## src/sv/pfe_pkg.sv

```systemverilog
// Shared constants, codes and the queued operation type for the page frame store.
package pfe_pkg;

  // Frame geometry
  localparam int COLUMNS    = 128;
  localparam int ROWS       = 64;
  localparam int PAGES      = (ROWS + 7) / 8;
  localparam int STORE_SIZE = COLUMNS * PAGES;
  localparam int HDR_LEN    = 3;
  localparam int PAGE_LEN   = COLUMNS + HDR_LEN;

  localparam int ADDR_W = $clog2(STORE_SIZE);
  localparam int PAGE_W = $clog2(PAGES);
  localparam int SLOT_W = $clog2(PAGE_LEN);

  // Panel command bytes sent ahead of each page
  localparam logic [7:0] PAGE_CMD_BASE = 8'hB0;
  localparam logic [7:0] COL_LO_CMD    = 8'h00;
  localparam logic [7:0] COL_HI_CMD    = 8'h10;

  // Operation queue between front and back
  localparam int Q_DEPTH = 4;
  localparam int Q_PTR_W = $clog2(Q_DEPTH);
  localparam int Q_CNT_W = $clog2(Q_DEPTH + 1);

  // Input word commands
  typedef enum logic [1:0] {
    CMD_DRAW  = 2'd0,
    CMD_CLEAR = 2'd1,
    CMD_EMIT  = 2'd2
  } cmd_t;

  // Classified work for the back end
  typedef enum logic [1:0] {
    OP_DRAW,
    OP_CLEAR,
    OP_EMIT_CMD,
    OP_EMIT_DATA
  } op_kind_t;

  typedef struct packed {
    op_kind_t          kind;
    logic [ADDR_W-1:0] addr;
    logic [2:0]        bit_sel;
    logic              pixel_on;
    logic [7:0]        cmd_byte;
    logic              last;
  } op_t;

endpackage

```

## src/sv/pfe_front.sv

```systemverilog
// Front end: accepts input words, drops no-ops, tracks the transfer position.
module pfe_front (
  input  logic           clk,
  input  logic           rst,
  input  logic           in_valid,
  output logic           in_ready,
  input  logic [1:0]     cmd,
  input  logic [7:0]     x_coord,
  input  logic [7:0]     y_coord,
  input  logic           pixel_on,
  input  logic           init_busy,
  input  logic           q_full,
  output logic           q_push,
  output pfe_pkg::op_t   q_op
);
  import pfe_pkg::*;

  logic [PAGE_W-1:0] page;
  logic [SLOT_W-1:0] slot;
  logic              accept;
  logic              in_range;
  logic              last_byte;

  // Take a word when the store is live and the queue has room
  assign in_ready = !init_busy && !q_full;
  assign accept   = in_valid && in_ready;

  assign in_range  = (32'(x_coord) < COLUMNS) && (32'(y_coord) < ROWS);
  assign last_byte = (32'(page) == PAGES - 1) && (32'(slot) == PAGE_LEN - 1);

  // Classify the word into a back-end operation
  always_comb begin
    q_op          = '0;
    q_op.kind     = OP_DRAW;
    q_op.pixel_on = pixel_on;
    q_op.bit_sel  = y_coord[2:0];
    q_op.addr     = ADDR_W'(32'(y_coord >> 3) * COLUMNS + 32'(x_coord));
    q_op.last     = last_byte;
    q_push        = 1'b0;
    unique case (cmd)
      CMD_DRAW: begin
        q_push = accept && in_range;
      end
      CMD_CLEAR: begin
        q_op.kind = OP_CLEAR;
        q_push    = accept;
      end
      CMD_EMIT: begin
        q_push = accept;
        priority if (32'(slot) == 0) begin
          q_op.kind     = OP_EMIT_CMD;
          q_op.cmd_byte = PAGE_CMD_BASE + 8'(page);
        end else if (32'(slot) == 1) begin
          q_op.kind     = OP_EMIT_CMD;
          q_op.cmd_byte = COL_LO_CMD;
        end else if (32'(slot) == 2) begin
          q_op.kind     = OP_EMIT_CMD;
          q_op.cmd_byte = COL_HI_CMD;
        end else begin
          q_op.kind = OP_EMIT_DATA;
          q_op.addr = ADDR_W'(32'(page) * COLUMNS + 32'(slot) - HDR_LEN);
        end
      end
      default: begin
        q_push = 1'b0;
      end
    endcase
  end

  // Advance the transfer position on each emit word, wrapping after the frame
  always_ff @(posedge clk) begin
    if (rst) begin
      page <= '0;
      slot <= '0;
    end else if (accept && cmd == CMD_EMIT) begin
      if (32'(slot) == PAGE_LEN - 1) begin
        slot <= '0;
        page <= last_byte ? '0 : page + 1'b1;
      end else begin
        slot <= slot + 1'b1;
      end
    end
  end

endmodule

```

## config.mk

```make
export PLATFORM = sky130hd
export DESIGN_NAME = pfe_front
export DESIGN_NICKNAME = d
export VERILOG_FILES = /design/src/sv/pfe_pkg.sv /design/src/sv/pfe_front.sv
export SDC_FILE = /design/constraint.sdc
export NUM_CORES = 1
export LEC_CHECK = 0
export BUFFER_PORTS_ARGS = -buffer_cell sky130_fd_sc_hd__buf_2
export CAP_MARGIN = 20
export CELL_PAD_IN_SITES_DETAIL_PLACEMENT = 0
export CELL_PAD_IN_SITES_GLOBAL_PLACEMENT = 1
export CORE_ASPECT_RATIO = 1.75
export CORE_UTILIZATION = 38
export DETAILED_ROUTE_END_ITERATION = 7
export GPL_TIMING_DRIVEN = 0
export PLACE_DENSITY = 0.93
export SLEW_MARGIN = 20
export SYNTH_ARGS = -nofsm -noshare
export SYNTH_HDL_FRONTEND = slang
export SYNTH_SLANG_ARGS = --single-unit
```

## constraint.sdc

```tcl
create_clock -name clk -period 5.2 [get_ports clk]
set_clock_uncertainty 0.2 [all_clocks]
set_input_delay 1.04 -clock clk [delete_from_list [all_inputs] [get_ports clk]]
set_output_delay 1.04 -clock clk [all_outputs]
set_load 0.05 [all_outputs]
```

==> results.txt <==
Post-synthesis mux area share -> 2.84%
Largest net degree at the start of global routing -> 11
DR iter-0 viols -> 10
Combinational family with the most area after synthesis -> simple AND/OR/NAND/NOR gates
PostCTS Resize Cnt -> 0
Max incr delay on CP -> 510 ps
Initial Util -> 39.3%
Max-slew violation count -> 0
WP data required -> 3960 ps
TritonCTS clock tree -> built
Die Ht -> 82.6 µm
Antenna violations before repair -> 0
Root Buffer -> clkbuf_8
Adder-cell share of the synthesized area -> 24.8%
Yosys cell types -> 42
Fin cells -> 273
Crit path max fanout -> 8
Die ar. -> 3970 µm²
Pre-antenna DRT Iters -> 4
Status -> completed
Crit-path leading delay family -> simple AND/OR/NAND/NOR gates
Core Box Area -> 3590 µm²
CP startpoint kind -> primary input
Complex-gate fraction of the synthesized area -> 13.0%
Cell Pwr Density -> 142 nW/µm²
GRT Overall Usage -> 16.2%
Worst-path clk slew -> 50 ps
Max IR drop VDD -> 149 µV
CP cell instances -> buf_2 -> inv_1 -> ha_1 -> o31ai_4 -> or4_1 -> nand3_1 -> buf_2
Most frequent CP cell -> buf_2
Tcrit/Tclk final -> 73.2%
Max-cap violation count -> 0
Clock Tree Buf Depth -> 2
Routed Antenna Nets -> 0
Top cells by area, synth -> ha_1 25%, dfxtp_1 16%, xnor2_1 6.2%, nand2_1 5.9%, nor2_1 5.1%
Async S/R FF share, synth -> 0%
Cts hold-fix bufs -> 0
Synth Area per Inst -> 7.93 µm²
Minimum clock period -> 3810 ps
Final Hold Fails -> 0
WP buf/inv -> 3
Hold Path Class -> reg -> reg
Fmax -> 263 MHz
TNS Setup -> 0 ps
Vias per inst -> 4.78
Clk_lat worst skew -> 230 ps
Nets -> 280
Layout cell share with drive strength beyond 1 -> 27.8%
CP arrival -> 2570 ps
RSZ-0062 raised after global routing -> no
Mapped Area -> 1410 µm²
Sink Count -> 11
Total via count in the routed design -> 1304
WHS -> 355 ps
Final total power -> 0.248 mW
Placed cells -> 269
Static leakage -> 0.896 nW
Rows -> 29
Fin util -> 48.4%
Sequential element share of the synthesized area -> 15.6%
Crit end category -> output port
Setup bufs post-CTS -> 0
Setup violations, final -> 0
Die extent in x -> 48.1 µm
Number of buffers added on ports -> 44
Grt ovf -> 0
GP Congestion -> 0.795
EDFF count, synth -> 0
WL/cell -> 10.7 µm
Fill count -> 383
# IOs -> 51
First-pass GRT wire length -> 4.62 mm
Cells after Synth -> 178
Synth Area in Simple Gates -> 26.0%
Post-synth top area share -> 24.8%
Vias in the first global route -> 1154
Setup CP Type -> in -> out
CP max-delay cell -> or4_1
# diodes -> 0
DRC Markers -> 0
Area leader, netlist -> ha_1
Warnings, synthesis -> 0
Area grow syn2layout -> 23.1%
#FFs+latches synth -> 11
Post-Synth XOR/XNOR Area -> 7.45%
Most used DFF post-synth -> dfxtp_1
H-tree depth -> 1
CTS Buf Count -> 3
DP HPWL -> 2.53 mm
Routed WL -> 2.91 mm
metrics by stage:
| stage | setup WS [ps] | cell area, µm² |
|---|---|---|
| after global placement | 1410 | 1690 |
| final | 1390 | 1740 |
| after global routing | 1300 | 1740 |
| after detailed placement | 1390 | 1690 |
| after CTS | 1380 | 1740 |
| after floorplan | 811 | 1420 |
flip-flops by register name, summed over array words and instances (netlist names):
register  flops
slot          8
page          3
cell type report:
cell class | instances | area (µm²) | area share [%]
tap | 46 | 57.6 | 3.31
timing repair buffer | 44 | 220 | 12.7
inverter | 18 | 67.6 | 3.89
multi-input combinational | 139 | 1050 | 60.6
sequential | 11 | 220 | 12.7
buffer | 11 | 73.8 | 4.25
clock buffer | 4 | 45.0 | 2.59
tightest hold or removal path, stage by stage, from the launching register on:
cell and delay [ps]:
dfxtp_1 370, nand2_1 80, a21oi_1 50
routing by layer:
| layer | global-route usage (%) | share of wire, % | up-vias |
|---|---|---|---|
| li1 | - | - | 693 |
| met1 | 15.3 | 38 | 583 |
| met2 | 31.5 | 58 | 24 |
| met3 | 1.30 | 2.6 | 4 |
| met4 | 8.33 | 1.8 | 0 |
| met5 | 0 | 0 | - |
cells in the final DEF, fill, tap and decap left out, types with 2 or more instances in the layout:
cell type,netlist,layout
dfxtp_1,11,11
buf_4,8,8
nand3_1,5,5
nand4_1,3,3
ha_1,28,28
nor2_1,19,19
a21oi_1,7,7
xnor2_1,10,10
nor3_4,2,2
mux2i_1,4,4
o21ai_0,4,4
conb_1,1,2
and2_1,2,2
o21a_1,2,2
nor2b_1,2,2
o21ai_1,2,2
clkbuf_8,0,3
clkbuf_1,1,2
nor4bb_1,2,2
buf_2,2,46
inv_1,18,18
xor2_1,2,2
nand2_1,22,22
nor3_1,2,2
cells by family (layout without fill, tap and decap cells):
kind of cell / after synthesis / after routing
buffers and inverters: 29 / 77
AOI/OAI and AO/OA: 25 / 25
muxes: 4 / 4
other: 1 / 2
DFF: 11 / 11
adders and majority gates: 28 / 28
xor gates and xnor gates: 12 / 12
and+or+nand+nor: 68 / 68
power breakdown:
part           switching (mW)  internal, mW
logic                  0.0561        0.0229
clock network          0.0298        0.0536
registers            0.000406        0.0847
total                  0.0863         0.161
path summary, 6_finish.rpt:
path         startpoint        to  slack [ps]  depth (start not counted)
min reg2reg     slot[1]   slot[1]         350                          2
max              cmd[0]  q_op[21]        1390                          7
max reg2reg     slot[0]   slot[4]        3300                          7
min             slot[1]   slot[1]         350                          2
Yosys cell counts, types with 2 or more instances:
cell / number
nor3_1: 2
ha_1: 28
o21a_1: 2
xnor2_1: 10
o21ai_0: 4
buf_4: 8
nor3_4: 2
nand4_1: 3
dfxtp_1: 11
o21ai_1: 2
xor2_1: 2
nor2_1: 19
mux2i_1: 4
and2_1: 2
nand2_1: 22
a21oi_1: 7
nor2b_1: 2
inv_1: 18
nand3_1: 5
nor4bb_1: 2
buf_2: 2
Note: power is estimated with default switching activity, not from simulation.
