### src/sv/pfe_pkg.sv
// Shared constants, codes and the queued operation type for the page frame store.
package pfe_pkg;

  // Frame geometry
  localparam int COLUMNS    = 128;
  localparam int ROWS       = 64;
  localparam int PAGES      = (ROWS + 7) / 8;
  localparam int STORE_SIZE = COLUMNS * PAGES;
  localparam int HDR_LEN    = 3;
  localparam int PAGE_LEN   = COLUMNS + HDR_LEN;

  localparam int ADDR_W = $clog2(STORE_SIZE);
  localparam int PAGE_W = $clog2(PAGES);
  localparam int SLOT_W = $clog2(PAGE_LEN);

  // Panel command bytes sent ahead of each page
  localparam logic [7:0] PAGE_CMD_BASE = 8'hB0;
  localparam logic [7:0] COL_LO_CMD    = 8'h00;
  localparam logic [7:0] COL_HI_CMD    = 8'h10;

  // Operation queue between front and back
  localparam int Q_DEPTH = 4;
  localparam int Q_PTR_W = $clog2(Q_DEPTH);
  localparam int Q_CNT_W = $clog2(Q_DEPTH + 1);

  // Input word commands
  typedef enum logic [1:0] {
    CMD_DRAW  = 2'd0,
    CMD_CLEAR = 2'd1,
    CMD_EMIT  = 2'd2
  } cmd_t;

  // Classified work for the back end
  typedef enum logic [1:0] {
    OP_DRAW,
    OP_CLEAR,
    OP_EMIT_CMD,
    OP_EMIT_DATA
  } op_kind_t;

  typedef struct packed {
    op_kind_t          kind;
    logic [ADDR_W-1:0] addr;
    logic [2:0]        bit_sel;
    logic              pixel_on;
    logic [7:0]        cmd_byte;
    logic              last;
  } op_t;

endpackage

### src/sv/pfe_queue.sv
// Short operation queue that decouples the front end from the back end.
module pfe_queue (
  input  logic         clk,
  input  logic         rst,
  input  logic         push,
  input  pfe_pkg::op_t push_op,
  output logic         full,
  input  logic         pop,
  output logic         head_valid,
  output pfe_pkg::op_t head_op
);
  import pfe_pkg::*;

  op_t                entries [Q_DEPTH];
  logic [Q_PTR_W-1:0] wr_ptr;
  logic [Q_PTR_W-1:0] rd_ptr;
  logic [Q_CNT_W-1:0] count;

  assign full       = (32'(count) == Q_DEPTH);
  assign head_valid = (count != '0);
  assign head_op    = entries[rd_ptr];

  // Store pushed operations
  always_ff @(posedge clk) begin
    if (push) begin
      entries[wr_ptr] <= push_op;
    end
  end

  // Move pointers and occupancy
  always_ff @(posedge clk) begin
    if (rst) begin
      wr_ptr <= '0;
      rd_ptr <= '0;
      count  <= '0;
    end else begin
      if (push) begin
        wr_ptr <= wr_ptr + 1'b1;
      end
      if (pop) begin
        rd_ptr <= rd_ptr + 1'b1;
      end
      if (push && !pop) begin
        count <= count + 1'b1;
      end else if (pop && !push) begin
        count <= count - 1'b1;
      end
    end
  end

  a_no_overflow: assert property (@(posedge clk) disable iff (rst) push |-> !full)
    else $error("queue push while full");
  a_no_underflow: assert property (@(posedge clk) disable iff (rst) pop |-> head_valid)
    else $error("queue pop while empty");
  a_count_bound: assert property (@(posedge clk) disable iff (rst)
      32'(count) <= Q_DEPTH)
    else $error("queue count out of range");

endmodule

### config.mk
export PLATFORM = sky130hd
export DESIGN_NAME = pfe_queue
export DESIGN_NICKNAME = d
export VERILOG_FILES = /design/src/sv/pfe_pkg.sv /design/src/sv/pfe_queue.sv
export SDC_FILE = /design/constraint.sdc
export NUM_CORES = 1
export LEC_CHECK = 0
export BUFFER_PORTS_ARGS = -buffer_cell sky130_fd_sc_hd__buf_2
export CORE_ASPECT_RATIO = 1.5
export CORE_MARGIN = 10
export CORE_UTILIZATION = 48
export CTS_CLUSTER_SIZE = 28
export DETAILED_ROUTE_END_ITERATION = 10
export GPL_ROUTABILITY_DRIVEN = 0
export HOLD_SLACK_MARGIN = 0.15
export PLACE_DENSITY = 0.68
export SETUP_SLACK_MARGIN = 0.3
export SYNTH_ARGS = -nofsm -noshare
export SYNTH_HDL_FRONTEND = slang
export SYNTH_SLANG_ARGS = --single-unit
### constraint.sdc
create_clock -name clk -period 2.9 [get_ports clk]
set_clock_uncertainty 0.1 [all_clocks]
set_input_delay 0.145 -clock clk [delete_from_list [all_inputs] [get_ports clk]]
set_output_delay 0.145 -clock clk [all_outputs]
set_load 0.01 [all_outputs]
==> results of run 1 <==
-- through the flow --
stage	worst slack, ns	hold slack (ns)	instances
2_1_floorplan	1.24	0.144	175
5_1_grt	0.564	0.463	385
3_3_place_gp	1.03	0.257	341
3_5_place_dp	1.02	0.266	341
4_1_cts	0.646	0.420	385
6_report	0.715	0.425	385
-- worst max path at each step --
stage	cells past startpoint	endpoint
global route	3	head_op[10]
detailed placement	3	head_op[7]
global placement	3	head_op[12]
CTS	3	head_op[7]
finish	3	head_op[3]
floorplan	3	entries[2][0]
-- cells in the mapped netlist (all sizes together) --
master	count	area (um2)
mux4	25	582
inv	4	15.0
and2	4	25.0
fa	1	20.0
nand2	1	3.75
xor2	3	26.3
clkbuf	2	8.75
or3	2	12.5
edfxtp	100	3000
ha	5	62.6
nor3b	1	7.51
o21ai	1	5.00
a21oi	1	5.00
xnor2	2	17.5
buf	5	61.3
mux2i	2	20.0
nor2	7	26.3
dfxtp	9	180
-- critical path: stages (launching register included) --
cell     delay, ns
dfxtp_2       0.67
buf_4         0.28
mux4_2        0.50
buf_2         0.15
-- per-layer routing --
| metal | vias up | GRT usage |
|---|---|---|
| li1 | 908 | - |
| met1 | 984 | 0.133 |
| met2 | 46 | 0.206 |
| met3 | 10 | 0.0391 |
| met4 | 0 | 0.0476 |
| met5 | - | 0 |
-- flip-flops by register name (all words and copies together), names as in the netlist, named ones only --
register / count
wr_ptr: 2
rd_ptr: 2
count: 3
entries: 100
-- what timing repair did --
item,CTS,global route
endpoints found under the hold margin,109,0
hold buffers,28,0
setup endpoints to repair,0,0
-- cells by family after synthesis --
group / share of synthesized area
flip-flops: 0.780
multiplexers: 0.147
AND/OR/NAND/NOR: 0.0184
buffers and inverters: 0.0208
adder cells (fa/ha/maj): 0.0202
XOR/XNOR: 0.0107
AO/OA/AOI/OAI: 0.00245
-- power by group through the flow --
stage / Sequential [mW] / Combinational (mW) / Clock, mW
after floorplan: 1.85 / 0.228 / 0
after global placement: 1.87 / 0.343 / 0
after detailed placement: 1.88 / 0.350 / 0
after CTS: 1.84 / 0.380 / 1.17
after global routing: 1.85 / 0.405 / 1.23
final: 1.84 / 0.369 / 1.14
-- layout make-up --
type / instances / area share
Sequential cell: 109 / 0.628
Multi-Input combinational cell: 55 / 0.160
Timing Repair Buffer: 94 / 0.126
Clock buffer: 13 / 0.0535
Tap cell: 107 / 0.0264
Clock inverter: 3 / 0.00321
Inverter: 4 / 0.00296
==> impl_metrics.json, run 1 <==
{
  "r2r-end": "entries[0][7]",
  "p_switching_mw": 0.705,
  "clk_latency_ns": 0.33,
  "ys_seq_elements": 109,
  "drtAntennaViolNets": 0,
  "yosysWarnings": 0,
  "die-area_um2": 12700,
  "vias_per_cell": 5.06,
  "wl_per_cell_um": 18.7,
  "multi_input_area_um2": 813,
  "hold_class": "flip-flop to flip-flop",
  "drtPass1Iterations": 4,
  "sw_frac_of_total": 0.210,
  "fp.coreArea_um2": 8360,
  "power_frac_seq": 0.549,
  "synth_nets": 210,
  "grt_overflow": 0,
  "met3_wirelength_um": 364,
  "critPathMaxFanout": 16,
  "fmax_ghz": 0.458,
  "syn_avg_cell_area_um2": 23.3,
  "synthCells": 175,
  "register_area_um2": 3180,
  "top_layer": "met4",
  "die_y_um": 133,
  "insertedDiodeCount": 0,
  "status": "finished clean",
  "setup_viol": 0,
  "pin_count": 56,
  "r2r_start": "wr_ptr[0]",
  "required_ns": 2.65,
  "min_from": "count[2]",
  "start_util": 0.488,
  "placed_area_um2": 4500,
  "period_share": 0.753,
  "grt_pass1_vias": 2167,
  "dp_hpwl_mm": 5.03,
  "wl_met1_mm": 2.78,
  "h-tree-depth": 3,
  "finalWirelength_mm": 7.20,
  "yosysSeqAreaShare": 0.780,
  "post_cts_buffers": 0,
  "tritoncts": "yes",
  "cts_buffer_depth": 2,
  "hold_violations": 0,
  "crit_path_start_kind": "flip-flop",
  "cts_resized": 0,
  "p_comb_frac": 0.110,
  "syn_area_um2": 4080,
  "area.growth.synth_to_final_pct": 24.3,
  "cts_made_buffers": 9,
  "grt_first_pass_wirelength_mm": 11.5,
  "peakVddDrop_v": 0.000368,
  "clk_pin_slew_ns": 0.07,
  "utilization": 0.607,
  "critical_path_class": "flip-flop to primary output",
  "grt_use_total": 0.121,
  "p_per_area_nw_per_um2": 661,
  "tightest_slew_ns": 0.530,
  "critPathCaptureType": "primary output",
  "maxCapViolations": 0,
  "min_to": "count[2]",
  "share_clk_of_total_power": 0.341,
  "p_int_mw": 2.65,
  "drive_above_1_share": 0.363,
  "setup_tns_ns": 0,
  "power_mw": 3.35,
  "std_cell_rows": 41,
  "drtIter0Drc": 84,
  "leakage_nw": 1.81,
  "maxSlewHeadroom": 0.646,
  "clock_sinks": 109,
  "cp.arrival_ns": 1.94,
  "design_area_um2": 5070,
  "rsz0062_at_grt": "no",
  "port_buffers": 55,
  "vias": 1948,
  "layout_min_cycle_time_ns": 2.18,
  "ctsRootBufferMaster": "clkbuf_16",
  "layout_commonest_cell": "edfxtp_1",
  "nets": 308,
  "reg2reg_slack_ns": 1.26,
  "hold_path_depth": 2,
  "grt_max_degree": 20,
  "reg2reg_depth": 4,
  "fillerInstances": 606,
  "antenna_found_initial": 0,
  "drv_slew": 0,
  "layout_common_cells": "edfxtp_1, buf_2, dlygate4sd3_1, mux4_2, buf_4",
  "dr_wl_met2_mm": 3.92,
  "die_w_um": 95.3,
  "drc_errors": 0,
  "yosysUniqueCellTypes": 22
}
No activity file was read; power rests on OpenSTA's default activity.
==> run 2: changes to the inputs <==
==> constraint.sdc (replaced) <==
create_clock -name clk -period 2.11 [get_ports clk]
set_clock_uncertainty 0.1 [all_clocks]
set_input_delay 0.1055 -clock clk [delete_from_list [all_inputs] [get_ports clk]]
set_output_delay 0.1055 -clock clk [all_outputs]
set_load 0.01 [all_outputs]
==> impl_metrics.json, run 2 (same netlist as run 1, synthesis figures left out) <==
{
  "layout_setup_ws_ns": 0.272,
  "peakVddDrop_v": 0.000603,
  "setup_tns_ns": 0,
  "dp_hpwl_mm": 4.72,
  "drtAntennaViolNets": 0,
  "cts_made_buffers": 9,
  "grt_first_pass_wirelength_mm": 11.6,
  "clock_sinks": 109,
  "dp_slack_ns": 0.381,
  "nets": 314,
  "status": "finished clean",
  "reg2reg_slack_ns": 0.51,
  "crit_chain": "buf_12 -> mux4_1 -> buf_2",
  "vias": 1991,
  "drive_above_1_share": 0.370,
  "placed_area_um2": 4520,
  "hold_path_depth": 4,
  "layout_common_cells": "edfxtp_1, buf_2, dlygate4sd3_1, mux4_2",
  "clk_pin_slew_ns": 0.06,
  "r2r_start": "count[0]",
  "die-area_um2": 12700,
  "r2r-end": "count[2]",
  "critPathCaptureType": "primary output",
  "hold_violations": 0,
  "ctsRootBufferMaster": "clkbuf_16",
  "p_per_area_nw_per_um2": 898,
  "cp.arrival_ns": 1.63,
  "fp.coreArea_um2": 8360,
  "pin_count": 56,
  "crit_path_start_kind": "flip-flop",
  "leakage_nw": 1.87,
  "critPathMaxFanout": 6,
  "grt_use_total": 0.121,
  "maxSlewHeadroom": 0.759,
  "start_util": 0.488,
  "die_y_um": 133,
  "drc_errors": 0,
  "layout_commonest_cell": "edfxtp_1",
  "tritoncts": "yes",
  "antenna_found_initial": 0,
  "drtPass1Iterations": 4,
  "drtIter0Drc": 99,
  "reg2reg_depth": 4,
  "wl_per_cell_um": 18.4,
  "finalWirelength_mm": 7.20,
  "cp_slowest_cell": "mux4_1",
  "top_register": "entries",
  "die_w_um": 95.3,
  "clk_latency_ns": 0.34,
  "path_delay_family": "multiplexers",
  "std_cell_rows": 41,
  "setup_viol": 0,
  "port_buffers": 55,
  "rsz0062_at_grt": "yes",
  "h-tree-depth": 3,
  "critPathBufInv": 2,
  "design_area_um2": 5240,
  "hold_class": "primary input to flip-flop",
  "layout_min_cycle_time_ns": 1.84,
  "vias_per_cell": 5.09,
  "maxCapViolations": 0,
  "area.growth.synth_to_final_pct": 28.3,
  "grt_max_degree": 26,
  "slowest_delay_ns": 0.59,
  "reg_top3": "entries (100), count (3)",
  "min_from": "push",
  "required_ns": 1.90,
  "grt_overflow": 0,
  "drv_slew": 0,
  "critical_path_class": "flip-flop to primary output",
  "cts_buffer_depth": 2,
  "min_to": "count[0]",
  "grt_pass1_vias": 2215,
  "tightest_slew_ns": 0.362,
  "largest_reg_flops": 100,
  "insertedDiodeCount": 0,
  "utilization": 0.626,
  "power_mw": 4.70,
  "period_share": 0.871,
  "fmax_ghz": 0.544
}
[run 2: timing repair]
item / in CTS / in global routing
resized for setup: 1 / 13
gates cloned: 0 / 1
endpoints found under the setup margin: 9 / 22
buffers inserted: 4 / 0
hold endpoints to repair: 109 / 0
hold buffers: 29 / 0
[run 2: worst reg2reg max path, cell delays in order (launching register included)]
cell and delay, ns:
dfxtp_1 0.35, fa_1 0.44, xor2_1 0.18, or3_1 0.30
a21oi_1 0.16
[run 2: layout make-up]
type                    instances  area [um2]
inverters                       4        15.0
multi-input cells              55         810
flip-flops and latches        109        3190
fillers                       606        3130
clock buffers                  10         229
well taps                     107         134
repair buffers                100         807
clock inverters                 6        53.8
[run 2: how the worst max path moves through the flow]
| stage | startpoint | cells past startpoint | slack (ns) | endpoint |
|---|---|---|---|---|
| 2_1_floorplan | wr_ptr[0] | 3 | 0.45 | entries[2][0] |
| 3_3_place_gp | push | 7 | 0.48 | count[2] |
| 3_5_place_dp | push | 7 | 0.38 | count[2] |
| 4_1_cts | flip-flop | 3 | 0.25 | head_op[21] |
| 5_1_grt | flip-flop | 4 | 0.22 | head_op[0] |
| 6_report | flip-flop | 3 | 0.27 | head_op[20] |
[run 2: per-layer routing]
metal | part of all wire | GRT usage | vias up
met4 | 0.017 | 0.0501 | 0
met3 | 0.056 | 0.0413 | 11
met5 | 0 | 0 | -
met2 | 0.54 | 0.201 | 54
li1 | - | - | 921
met1 | 0.39 | 0.137 | 1005
[run 2: where the power goes]
| part | switching (mW) | internal, mW |
|---|---|---|
| sequential | 0.0395 | 2.47 |
| clock | 0.672 | 0.905 |
| combinational | 0.275 | 0.336 |
| total | 0.987 | 3.72 |
[run 2: metrics by stage]
step / hold WS [ns] / cells
6_report: 0.204 / 391
3_5_place_dp: 0.225 / 341
5_1_grt: 0.246 / 391
4_1_cts: 0.204 / 390
3_3_place_gp: 0.216 / 341
2_1_floorplan: 0.104 / 175
